--- config.mk ---
export PLATFORM = sky130hd
export DESIGN_NAME = module_import_name_extractor_unit
export DESIGN_NICKNAME = d
export VERILOG_FILES = /design/src/sv/mie_pkg.sv /design/src/sv/mie_front.sv /design/src/sv/mie_queue.sv /design/src/sv/mie_back.sv /design/src/sv/module_import_name_extractor_unit.sv
export SDC_FILE = /design/constraint.sdc
export NUM_CORES = 1
export LEC_CHECK = 0
export ABC_AREA = 1
export ABC_CLOCK_PERIOD_IN_PS = 9300
export BUFFER_PORTS_ARGS = -buffer_cell sky130_fd_sc_hd__buf_2
export CAP_MARGIN = 10
export CORE_ASPECT_RATIO = 1.5
export CORE_MARGIN = 1
export CORE_UTILIZATION = 50
export CTS_CLUSTER_DIAMETER = 100
export DETAILED_ROUTE_END_ITERATION = 6
export MAX_ROUTING_LAYER = met4
export PLACE_DENSITY_LB_ADDON = 0.05
export SLEW_MARGIN = 15
export SYNTH_ARGS = -nofsm -noshare
export SYNTH_HDL_FRONTEND = slang
export SYNTH_SLANG_ARGS = --single-unit
export TNS_END_PERCENT = 50
--- constraint.sdc ---
create_clock -name clk -period 9.3 [get_ports clk]
set_input_delay 2.79 -clock clk [delete_from_list [all_inputs] [get_ports clk]]
set_output_delay 2.79 -clock clk [all_outputs]
set_load 0.03 [all_outputs]
--- src/sv/mie_pkg.sv ---
// Shared types, character codes and helper functions for the import name extractor.
package mie_pkg;

  // Comment nesting limit and the counter width it needs
  localparam int MAX_NEST_DEPTH = 255;
  localparam int DEPTH_W = $clog2(MAX_NEST_DEPTH + 1);

  // Results one source byte can cause, and the queue between lexer and serializer
  localparam int RES_MAX = 3;
  localparam int QDEPTH = 4;
  localparam int QPTR_W = $clog2(QDEPTH);
  localparam int QCNT_W = $clog2(QDEPTH + 1);

  // Character codes
  localparam logic [7:0] CH_LPAREN = 8'h28;
  localparam logic [7:0] CH_RPAREN = 8'h29;
  localparam logic [7:0] CH_STAR = 8'h2A;
  localparam logic [7:0] CH_COMMA = 8'h2C;
  localparam logic [7:0] CH_NL = 8'h0A;
  localparam logic [7:0] CH_UNDER = 8'h5F;
  localparam logic [7:0] CH_BSLASH = 8'h5C;
  localparam logic [7:0] CH_DQUOTE = 8'h22;

  // Keyword lengths and the saturation point of match progress
  localparam logic [3:0] KW_EXT_LEN = 4'd7;
  localparam logic [3:0] KW_INST_LEN = 4'd8;
  localparam logic [3:0] KW_SAT = 4'd15;

  typedef enum logic [1:0] {
    KIND_CHAR = 2'd0,
    KIND_END  = 2'd1,
    KIND_DONE = 2'd2
  } kind_t;

  // Lexer mode, one-hot
  typedef enum logic [4:0] {
    MODE_NORMAL = 5'b00001,
    MODE_BLOCK  = 5'b00010,
    MODE_LINE   = 5'b00100,
    MODE_STRING = 5'b01000,
    MODE_STRESC = 5'b10000
  } mode_t;

  // Held first byte of a possible two-byte mark, one-hot
  typedef enum logic [3:0] {
    LEAD_NONE   = 4'b0001,
    LEAD_PAREN  = 4'b0010,
    LEAD_BSLASH = 4'b0100,
    LEAD_STAR   = 4'b1000
  } lead_t;

  // Import list tracking, one-hot
  typedef enum logic [4:0] {
    PH_IDLE       = 5'b00001,
    PH_AFTER_EXT  = 5'b00010,
    PH_LIST_NAME  = 5'b00100,
    PH_LIST_COMMA = 5'b01000,
    PH_AFTER_INST = 5'b10000
  } phase_t;

  // Keyword match progress of the current identifier
  typedef struct packed {
    logic [3:0] progress;
    logic       ext;
    logic       inst;
  } kw_t;

  // All results caused by one source byte
  typedef struct packed {
    logic [1:0]                count;
    kind_t [RES_MAX-1:0]       kind;
    logic [RES_MAX-1:0][7:0]   chr;
  } bundle_t;

  // Queue status seen by both sides
  typedef struct packed {
    logic full;
    logic empty;
  } q_stat_t;

  function automatic logic is_alpha(logic [7:0] c);
    return (c >= 8'h41 && c <= 8'h5A) || (c >= 8'h61 && c <= 8'h7A);
  endfunction

  function automatic logic is_ident_char(logic [7:0] c);
    return is_alpha(c) || (c >= 8'h30 && c <= 8'h39) || c == CH_UNDER;
  endfunction

  function automatic logic [7:0] kw_ext_char(logic [2:0] pos);
    logic [7:0] r;
    unique case (pos)
      3'd0: r = 8'h45;  // E
      3'd1: r = 8'h58;  // X
      3'd2: r = 8'h54;  // T
      3'd3: r = 8'h45;  // E
      3'd4: r = 8'h4E;  // N
      3'd5: r = 8'h44;  // D
      3'd6: r = 8'h53;  // S
      default: r = 8'h00;
    endcase
    return r;
  endfunction

  function automatic logic [7:0] kw_inst_char(logic [2:0] pos);
    logic [7:0] r;
    unique case (pos)
      3'd0: r = 8'h49;  // I
      3'd1: r = 8'h4E;  // N
      3'd2: r = 8'h53;  // S
      3'd3: r = 8'h54;  // T
      3'd4: r = 8'h41;  // A
      3'd5: r = 8'h4E;  // N
      3'd6: r = 8'h43;  // C
      default: r = 8'h45;  // E
    endcase
    return r;
  endfunction

  // Match one more identifier character against both keywords
  function automatic kw_t kw_feed(kw_t k, logic [7:0] c);
    kw_t r;
    r = k;
    if (k.progress >= KW_EXT_LEN || kw_ext_char(k.progress[2:0]) != c) r.ext = 1'b0;
    if (k.progress >= KW_INST_LEN || kw_inst_char(k.progress[2:0]) != c) r.inst = 1'b0;
    if (k.progress < KW_SAT) r.progress = k.progress + 4'd1;
    return r;
  endfunction

  // Append one result to a bundle, dropping anything past the limit
  function automatic bundle_t push_res(bundle_t b, kind_t k, logic [7:0] c);
    bundle_t r;
    r = b;
    if (b.count < 2'd3) begin
      r.kind[b.count] = k;
      r.chr[b.count] = (k == KIND_CHAR) ? c : 8'h00;
      r.count = b.count + 2'd1;
    end
    return r;
  endfunction

endpackage

--- src/sv/mie_front.sv ---
// Lexer front end: takes one source byte per cycle while the queue has room and builds its result bundle.
module mie_front (
  input  logic             clk,
  input  logic             rst,
  input  logic             in_valid,
  output logic             in_ready,
  input  logic [7:0]       ch,
  input  logic             last_char,
  input  mie_pkg::q_stat_t q_stat,
  output logic             q_push,
  output mie_pkg::bundle_t q_data
);
  import mie_pkg::*;

  mode_t              mode, mode_next;
  logic [DEPTH_W-1:0] depth, depth_next;
  lead_t              lead, lead_next;
  phase_t             phase, phase_next;
  kw_t                kw, kw_next;
  logic               name_open, name_open_next;
  bundle_t            bun;
  logic               accept;
  logic               cont;

  // Accept a byte whenever the queue has room
  assign in_ready = !q_stat.full;
  assign accept = in_valid && in_ready;
  assign q_push = accept && (bun.count != 2'd0);
  assign q_data = bun;

  // Next lexer state and results for the current byte
  always_comb begin
    mode_next = mode;
    depth_next = depth;
    lead_next = lead;
    phase_next = phase;
    kw_next = kw;
    name_open_next = name_open;
    bun = '0;
    cont = 1'b0;

    unique case (mode)
      MODE_BLOCK: begin
        lead_next = LEAD_NONE;
        if (lead == LEAD_PAREN && ch == CH_STAR) begin
          if (depth < DEPTH_W'(MAX_NEST_DEPTH)) depth_next = depth + 1'b1;
        end else if (lead == LEAD_STAR && ch == CH_RPAREN) begin
          if (depth != '0) depth_next = depth - 1'b1;
          if (depth_next == '0) mode_next = MODE_NORMAL;
        end else if (ch == CH_LPAREN) begin
          lead_next = LEAD_PAREN;
        end else if (ch == CH_STAR) begin
          lead_next = LEAD_STAR;
        end
      end
      MODE_LINE: begin
        if (ch == CH_NL) mode_next = MODE_NORMAL;
      end
      MODE_STRING: begin
        if (ch == CH_BSLASH) mode_next = MODE_STRESC;
        else if (ch == CH_DQUOTE) mode_next = MODE_NORMAL;
      end
      MODE_STRESC: begin
        mode_next = MODE_STRING;
      end
      default: begin
        lead_next = LEAD_NONE;
        if (lead == LEAD_BSLASH && ch == CH_STAR) begin
          mode_next = MODE_LINE;
        end else if (lead == LEAD_PAREN && ch == CH_STAR) begin
          mode_next = MODE_BLOCK;
          depth_next = DEPTH_W'(1);
        end else begin
          // Continue or close the identifier in progress
          if (name_open || kw.progress != 4'd0) begin
            if (is_ident_char(ch)) begin
              cont = 1'b1;
              if (name_open) bun = push_res(bun, KIND_CHAR, ch);
              else kw_next = kw_feed(kw, ch);
            end else begin
              if (name_open) begin
                bun = push_res(bun, KIND_END, 8'h00);
                name_open_next = 1'b0;
              end else if (kw.ext && kw.progress == KW_EXT_LEN) begin
                phase_next = PH_AFTER_EXT;
              end else if (kw.inst && kw.progress == KW_INST_LEN) begin
                phase_next = PH_AFTER_INST;
              end
              kw_next = '{progress: 4'd0, ext: 1'b1, inst: 1'b1};
            end
          end
          // Classify a byte that starts something new
          if (!cont) begin
            if (ch == CH_BSLASH) begin
              lead_next = LEAD_BSLASH;
            end else if (ch == CH_LPAREN) begin
              lead_next = LEAD_PAREN;
            end else if (ch == CH_DQUOTE) begin
              mode_next = MODE_STRING;
            end else if (ch == CH_COMMA) begin
              if (phase_next == PH_LIST_NAME) begin
                phase_next = PH_LIST_COMMA;
              end else if (phase_next == PH_AFTER_INST) begin
                bun = push_res(bun, KIND_CHAR, CH_COMMA);
                bun = push_res(bun, KIND_END, 8'h00);
                phase_next = PH_IDLE;
              end else begin
                phase_next = PH_IDLE;
              end
            end else if (is_alpha(ch) || ch == CH_UNDER) begin
              if (phase_next == PH_AFTER_EXT || phase_next == PH_LIST_COMMA) begin
                name_open_next = 1'b1;
                phase_next = PH_LIST_NAME;
                bun = push_res(bun, KIND_CHAR, ch);
              end else if (phase_next == PH_AFTER_INST) begin
                name_open_next = 1'b1;
                phase_next = PH_IDLE;
                bun = push_res(bun, KIND_CHAR, ch);
              end else begin
                phase_next = PH_IDLE;
                kw_next = kw_feed('{progress: 4'd0, ext: 1'b1, inst: 1'b1}, ch);
              end
            end
          end
        end
      end
    endcase

    // Close out the source and return to reset
    if (last_char) begin
      if (name_open_next) bun = push_res(bun, KIND_END, 8'h00);
      bun = push_res(bun, KIND_DONE, 8'h00);
      mode_next = MODE_NORMAL;
      depth_next = '0;
      lead_next = LEAD_NONE;
      phase_next = PH_IDLE;
      kw_next = '{progress: 4'd0, ext: 1'b1, inst: 1'b1};
      name_open_next = 1'b0;
    end
  end

  // Advance lexer state on each accepted byte
  always_ff @(posedge clk) begin
    if (rst) begin
      mode <= MODE_NORMAL;
      depth <= '0;
      lead <= LEAD_NONE;
      phase <= PH_IDLE;
      kw <= '{progress: 4'd0, ext: 1'b1, inst: 1'b1};
      name_open <= 1'b0;
    end else if (accept) begin
      mode <= mode_next;
      depth <= depth_next;
      lead <= lead_next;
      phase <= phase_next;
      kw <= kw_next;
      name_open <= name_open_next;
    end
  end

endmodule

--- src/sv/mie_queue.sv ---
// Short bundle queue between the lexer and the result serializer.
module mie_queue (
  input  logic             clk,
  input  logic             rst,
  input  logic             push,
  input  mie_pkg::bundle_t push_data,
  input  logic             pop,
  output mie_pkg::bundle_t head,
  output mie_pkg::q_stat_t stat
);
  import mie_pkg::*;

  bundle_t            mem [QDEPTH];
  logic [QPTR_W-1:0]  wr_ptr;
  logic [QPTR_W-1:0]  rd_ptr;
  logic [QCNT_W-1:0]  count;

  assign head = mem[rd_ptr];
  assign stat.full = (count == QCNT_W'(QDEPTH));
  assign stat.empty = (count == '0);

  // Store pushed bundles
  always_ff @(posedge clk) begin
    if (push) mem[wr_ptr] <= push_data;
  end

  // Advance pointers and occupancy
  always_ff @(posedge clk) begin
    if (rst) begin
      wr_ptr <= '0;
      rd_ptr <= '0;
      count <= '0;
    end else begin
      if (push) wr_ptr <= wr_ptr + 1'b1;
      if (pop) rd_ptr <= rd_ptr + 1'b1;
      if (push && !pop) count <= count + 1'b1;
      else if (pop && !push) count <= count - 1'b1;
    end
  end

endmodule

--- src/sv/mie_back.sv ---
// Result serializer: hands out the words of each bundle one per cycle while the output is taken.
module mie_back (
  input  logic                clk,
  input  logic                rst,
  input  mie_pkg::bundle_t    head,
  input  mie_pkg::q_stat_t    q_stat,
  output logic                pop,
  output logic                out_valid,
  input  logic                out_ready,
  output logic [1:0]          kind,
  output logic [7:0]          name_char,
  output logic                last_of_run
);
  import mie_pkg::*;

  logic [1:0] idx;
  logic       load;
  logic       is_last;

  // Load the output register when it is free or being taken
  assign load = !q_stat.empty && (!out_valid || out_ready);
  assign is_last = (idx == head.count - 2'd1);
  assign pop = load && is_last;

  // Walk the head bundle
  always_ff @(posedge clk) begin
    if (rst) begin
      idx <= '0;
      out_valid <= 1'b0;
    end else begin
      if (load) begin
        out_valid <= 1'b1;
        idx <= is_last ? 2'd0 : idx + 2'd1;
      end else if (out_ready) begin
        out_valid <= 1'b0;
      end
    end
  end

  // Hold the outgoing word
  always_ff @(posedge clk) begin
    if (load) begin
      kind <= head.kind[idx];
      name_char <= head.chr[idx];
      last_of_run <= is_last;
    end
  end

endmodule

--- src/sv/module_import_name_extractor_unit.sv ---
// Import name extractor top level: lexer front end, bundle queue, result serializer.
// Takes one source byte per cycle while the queue has room; the lexer updates its state in the same cycle.
// The first word of a byte's results passes through the bundle queue and then the output register.
// A byte causes up to three words; the serializer sends one word per cycle while the output is taken.
// Synchronous reset returns the lexer to normal text and empties queue and output.
module module_import_name_extractor_unit (
  input  logic       clk,
  input  logic       rst,
  input  logic       in_valid,
  output logic       in_ready,
  input  logic [7:0] ch,
  input  logic       last_char,
  output logic       out_valid,
  input  logic       out_ready,
  output logic [1:0] kind,
  output logic [7:0] name_char,
  output logic       last_of_run
);
  import mie_pkg::*;

  q_stat_t q_stat;
  bundle_t q_data;
  bundle_t q_head;
  logic    q_push;
  logic    q_pop;

  mie_front u_front (
    .clk      (clk),
    .rst      (rst),
    .in_valid (in_valid),
    .in_ready (in_ready),
    .ch       (ch),
    .last_char(last_char),
    .q_stat   (q_stat),
    .q_push   (q_push),
    .q_data   (q_data)
  );

  mie_queue u_queue (
    .clk      (clk),
    .rst      (rst),
    .push     (q_push),
    .push_data(q_data),
    .pop      (q_pop),
    .head     (q_head),
    .stat     (q_stat)
  );

  mie_back u_back (
    .clk        (clk),
    .rst        (rst),
    .head       (q_head),
    .q_stat     (q_stat),
    .pop        (q_pop),
    .out_valid  (out_valid),
    .out_ready  (out_ready),
    .kind       (kind),
    .name_char  (name_char),
    .last_of_run(last_of_run)
  );

  // Never push into a full queue
  assert property (@(posedge clk) disable iff (rst) q_push |-> !q_stat.full)
    else $error("bundle pushed into full queue");

  // Never pop an empty queue
  assert property (@(posedge clk) disable iff (rst) q_pop |-> !q_stat.empty)
    else $error("bundle popped from empty queue");

  // Source-finished word always closes its run
  assert property (@(posedge clk) disable iff (rst)
    (out_valid && kind == KIND_DONE) |-> last_of_run)
    else $error("source-finished word not last of run");

  // Non-character words carry a zero character
  assert property (@(posedge clk) disable iff (rst)
    (out_valid && kind != KIND_CHAR) |-> (name_char == 8'h00))
    else $error("marker word carries a character");

endmodule
==> key figures <==
Outcome
  – Status: complete, no violations

Logic synthesis
  – Largest family of logic cells by synthesized area: simple AND/OR/NAND/NOR gates
  – Number of synthesized flops with an enable pin: roughly 110
  – Mapped cell area: slightly above 8000 um^2
  – Post-Synth Adder-Cell Area: about 2.5%
  – Syn avg cell area: between 8 and 9 um^2
  – Total number of yosys warnings: 0
  – Fraction of registers with async set/reset: 0%
  – Synth Flop Type: edfxtp_1
  – #FFs+latches synth: between 100 and 150
  – Cells after synthesis: approximately 940
  – Count of cell types in the netlist: 57
  – Sequential area share after synthesis: 49.5%
  – Synth area leader: edfxtp_1
  – Simple-gate share of the synthesized area: approximately a quarter
  – Synth top area share: roughly 39%
  – Fraction of synthesized cell area in xor and xnor cells: about 1.7%
  – Synth Area in Compound Gates: around 14%
  – Most frequent cell after synthesis: nand2_1
  – Post-synth top cells: nand2_1, nor2_1, edfxtp_1
  – Ranking of synthesized cells by area: edfxtp_1, dfxtp_1, nand2_1, nor2_1, o21ai_0
  – Post-synthesis mux area share: 0%

Die
  – Chip width: about 110 um
  – Die H: approximately 160 um
  – Initial core utilization: roughly half
  – I/O pins: 26
  – DIE AREA: around 17,000 um^2
  – Core ar.: ~16,000 um^2
  – Rows: 56

Timing
  – Slew margin rel.: 32.7%
  – Final Cycle Share: 62.0%
  – Max Slew Vio Count: 0
  – Final setup viols: 0
  – Unrepaired setup endpoints after global routing: no
  – FMAX: between 150 and 200 MHz
  – Fin Setup TNS: 0 ps
  – Final hold violation count: 0
  – Slew @ Worst Pin: 1010 ps
  – Clock skew: between 9 and 10 ps
  – Minimum clock period: around 5800 ps

Global route
  – Global-route wire length before repair: 31,400 um
  – Largest net degree at the start of global routing: 50
  – Antenna violations before repair: 0
  – GRT overflow: 0
  – Number of global-route vias before repair: just over 6,000
  – GRT Util Overall: 25.0%

Cells and area
  – Fill cell count: 1,466
  – Share of layout cells above drive strength 1: 14.9%
  – Sequential Area: slightly above 4000 um^2
  – Number of diodes: 0
  – Nets: slightly above 1,000
  – Multi-input logic area: 3650 um^2
  – Area grow syn2layout: 11.8%

Clock network
  – Clock Latency Late Sink: ~420 ps
  – Root Driver: clkbuf_16
  – CTS HTree Levels: 4
  – Post CTS Setup Buffer Count: 0
  – Post-cts repair resize count: 0
  – Cts hold-fix bufs: 0
  – Clock transition at the registers of the reported paths: around 70 ps
  – CTS tree: done
  – Clock Sinks: around 150
  – Num CTS Buffers: 17
  – Max Buffers Root-to-Sink: 2

Worst setup path
  – Worst path max stage delay: roughly 440 ps
  – Slowest CP cell: fa_1
  – CP endpoint kind: flop
  – R2R cell count: 26
  – CP required: 9650 ps
  – Worst path arrival time: 6120 ps
  – Startpoint Class: input pin
  – Critical path fanouts, max: 10
  – Worst Path Class, Setup: input pin to flop

Routing
  – TritonRoute pass-1 iters: 5
  – DRC violations left: 0
  – Remaining antenna violation count after routing: 0
  – Vias/cell: between 5 and 6
  – Via count: 6,470
  – DR iter-0 viols: 386
  – Post-Route WL: slightly below 20,000 um
  – Per-cell routed wire length: between 15 and 20 um

Hold path
  – Hold WC Path Type: flop to flop
  – Hold depth: 2

Place
  – # port buffers: 25
  – GP Congestion: roughly 0.95
  – Post-DP HPWL: approximately 13,000 um

Run
  – Max Cap Viol: 0

Power
  – Total power: 2.14 mW
  – LEAKAGE: ~3.6 nW
  – VDD IR-drop max: about 140 uV
  – Power Density: 235 nW/um^2
## worst max-delay path: cells and delay by family
family | cells | cell delay, ps
fa+ha+maj | 3 | 880
compound gates | 2 | 210
buf+inv | 7 | 730
simple gates | 16 | 1460
## logic make-up after synthesis
| kind of cell | after synthesis |
|---|---|
| xor+xnor | 16 |
| flops | 148 |
| compound gates | 202 |
| buf+inv | 144 |
| other cells | 1 |
| fa+ha+maj | 16 |
| simple gates | 412 |
## cell usage in the layout (no fill, tap or decap), drive strengths merged, types with 32 or more instances in the layout
cell type | Yosys | layout
dfxtp | 41 | 41
o21ai | 94 | 94
a21oi | 55 | 55
nand3 | 63 | 63
nand2 | 156 | 156
inv | 105 | 112
buf | 10 | 32
edfxtp | 107 | 107
nor2 | 144 | 144
## per-layer routing
metal / vias up / track usage [%] / share of wire, %
li1: 3285 / - / -
met1: 3007 / 28.1 / 42
met2: 139 / 44.3 / 51
met3: 39 / 2.58 / 2.9
met4: 0 / 12.4 / 3.6
met5: - / - / 0
## where the power goes
part | switching, mW | internal (mW) | total [mW]
clock network | 0.297 | 0.381 | 0.678
registers | 0.0356 | 0.810 | 0.845
logic | 0.436 | 0.180 | 0.616
total | 0.769 | 1.37 | 2.14
## per-stage QoR
| stage | hold slack (ps) | area [um^2] | util (%) | std cells | worst slack, ps |
|---|---|---|---|---|---|
| finish | 460 | 9120 | 57.8 | 1193 | 3540 |
| global route | 481 | 9120 | 57.8 | 1193 | 3190 |
| CTS | 460 | 9120 | 57.8 | 1193 | 3550 |
| detailed placement | 458 | 8520 | 54.1 | 1161 | 3110 |
| global placement | 449 | 8520 | 54.1 | 1161 | 3170 |
| floorplan | 436 | 8240 | - | 962 | 3210 |
## flip-flops by register name, summed over array words and instances, names as in the netlist, named ones only
name / cells
u_front.depth: 8
u_back.out_valid: 1
u_front.lead: 4
u_queue.count: 3
u_queue.wr_ptr: 2
u_front.phase: 5
u_back.idx: 2
u_queue.mem: 96
u_back.last_of_run: 1
u_queue.rd_ptr: 2
u_front.kw: 6
u_front.mode: 5
u_back.name_char: 8
u_front.name_open: 1
u_back.kind: 2
## path summary, 6_finish.rpt
path / start / slack (ps) / end
max: ch[1] / 3540 / u_queue.count[2]$_SDFFE_PP0P_
min: u_queue.rd_ptr[1]$_SDFFE_PP0P_ / 460 / flop
max reg2reg: u_front.kw[2]$_SDFFE_PP0P_ / 5150 / u_queue.count[2]$_SDFFE_PP0P_
min reg2reg: u_queue.rd_ptr[1]$_SDFFE_PP0P_ / 460 / flop
## final cells by class
| class | instances | share of cell area (%) |
|---|---|---|
| Multi-Input combinational cell | 670 | 40.0 |
| Clock buffer | 17 | 4.67 |
| Tap cell | 203 | 2.79 |
| Sequential cell | 148 | 44.2 |
| Timing Repair Buffer | 32 | 1.95 |
| Inverter | 108 | 4.51 |
| Clock inverter | 15 | 1.85 |
(Power assumes the default switching activity.)
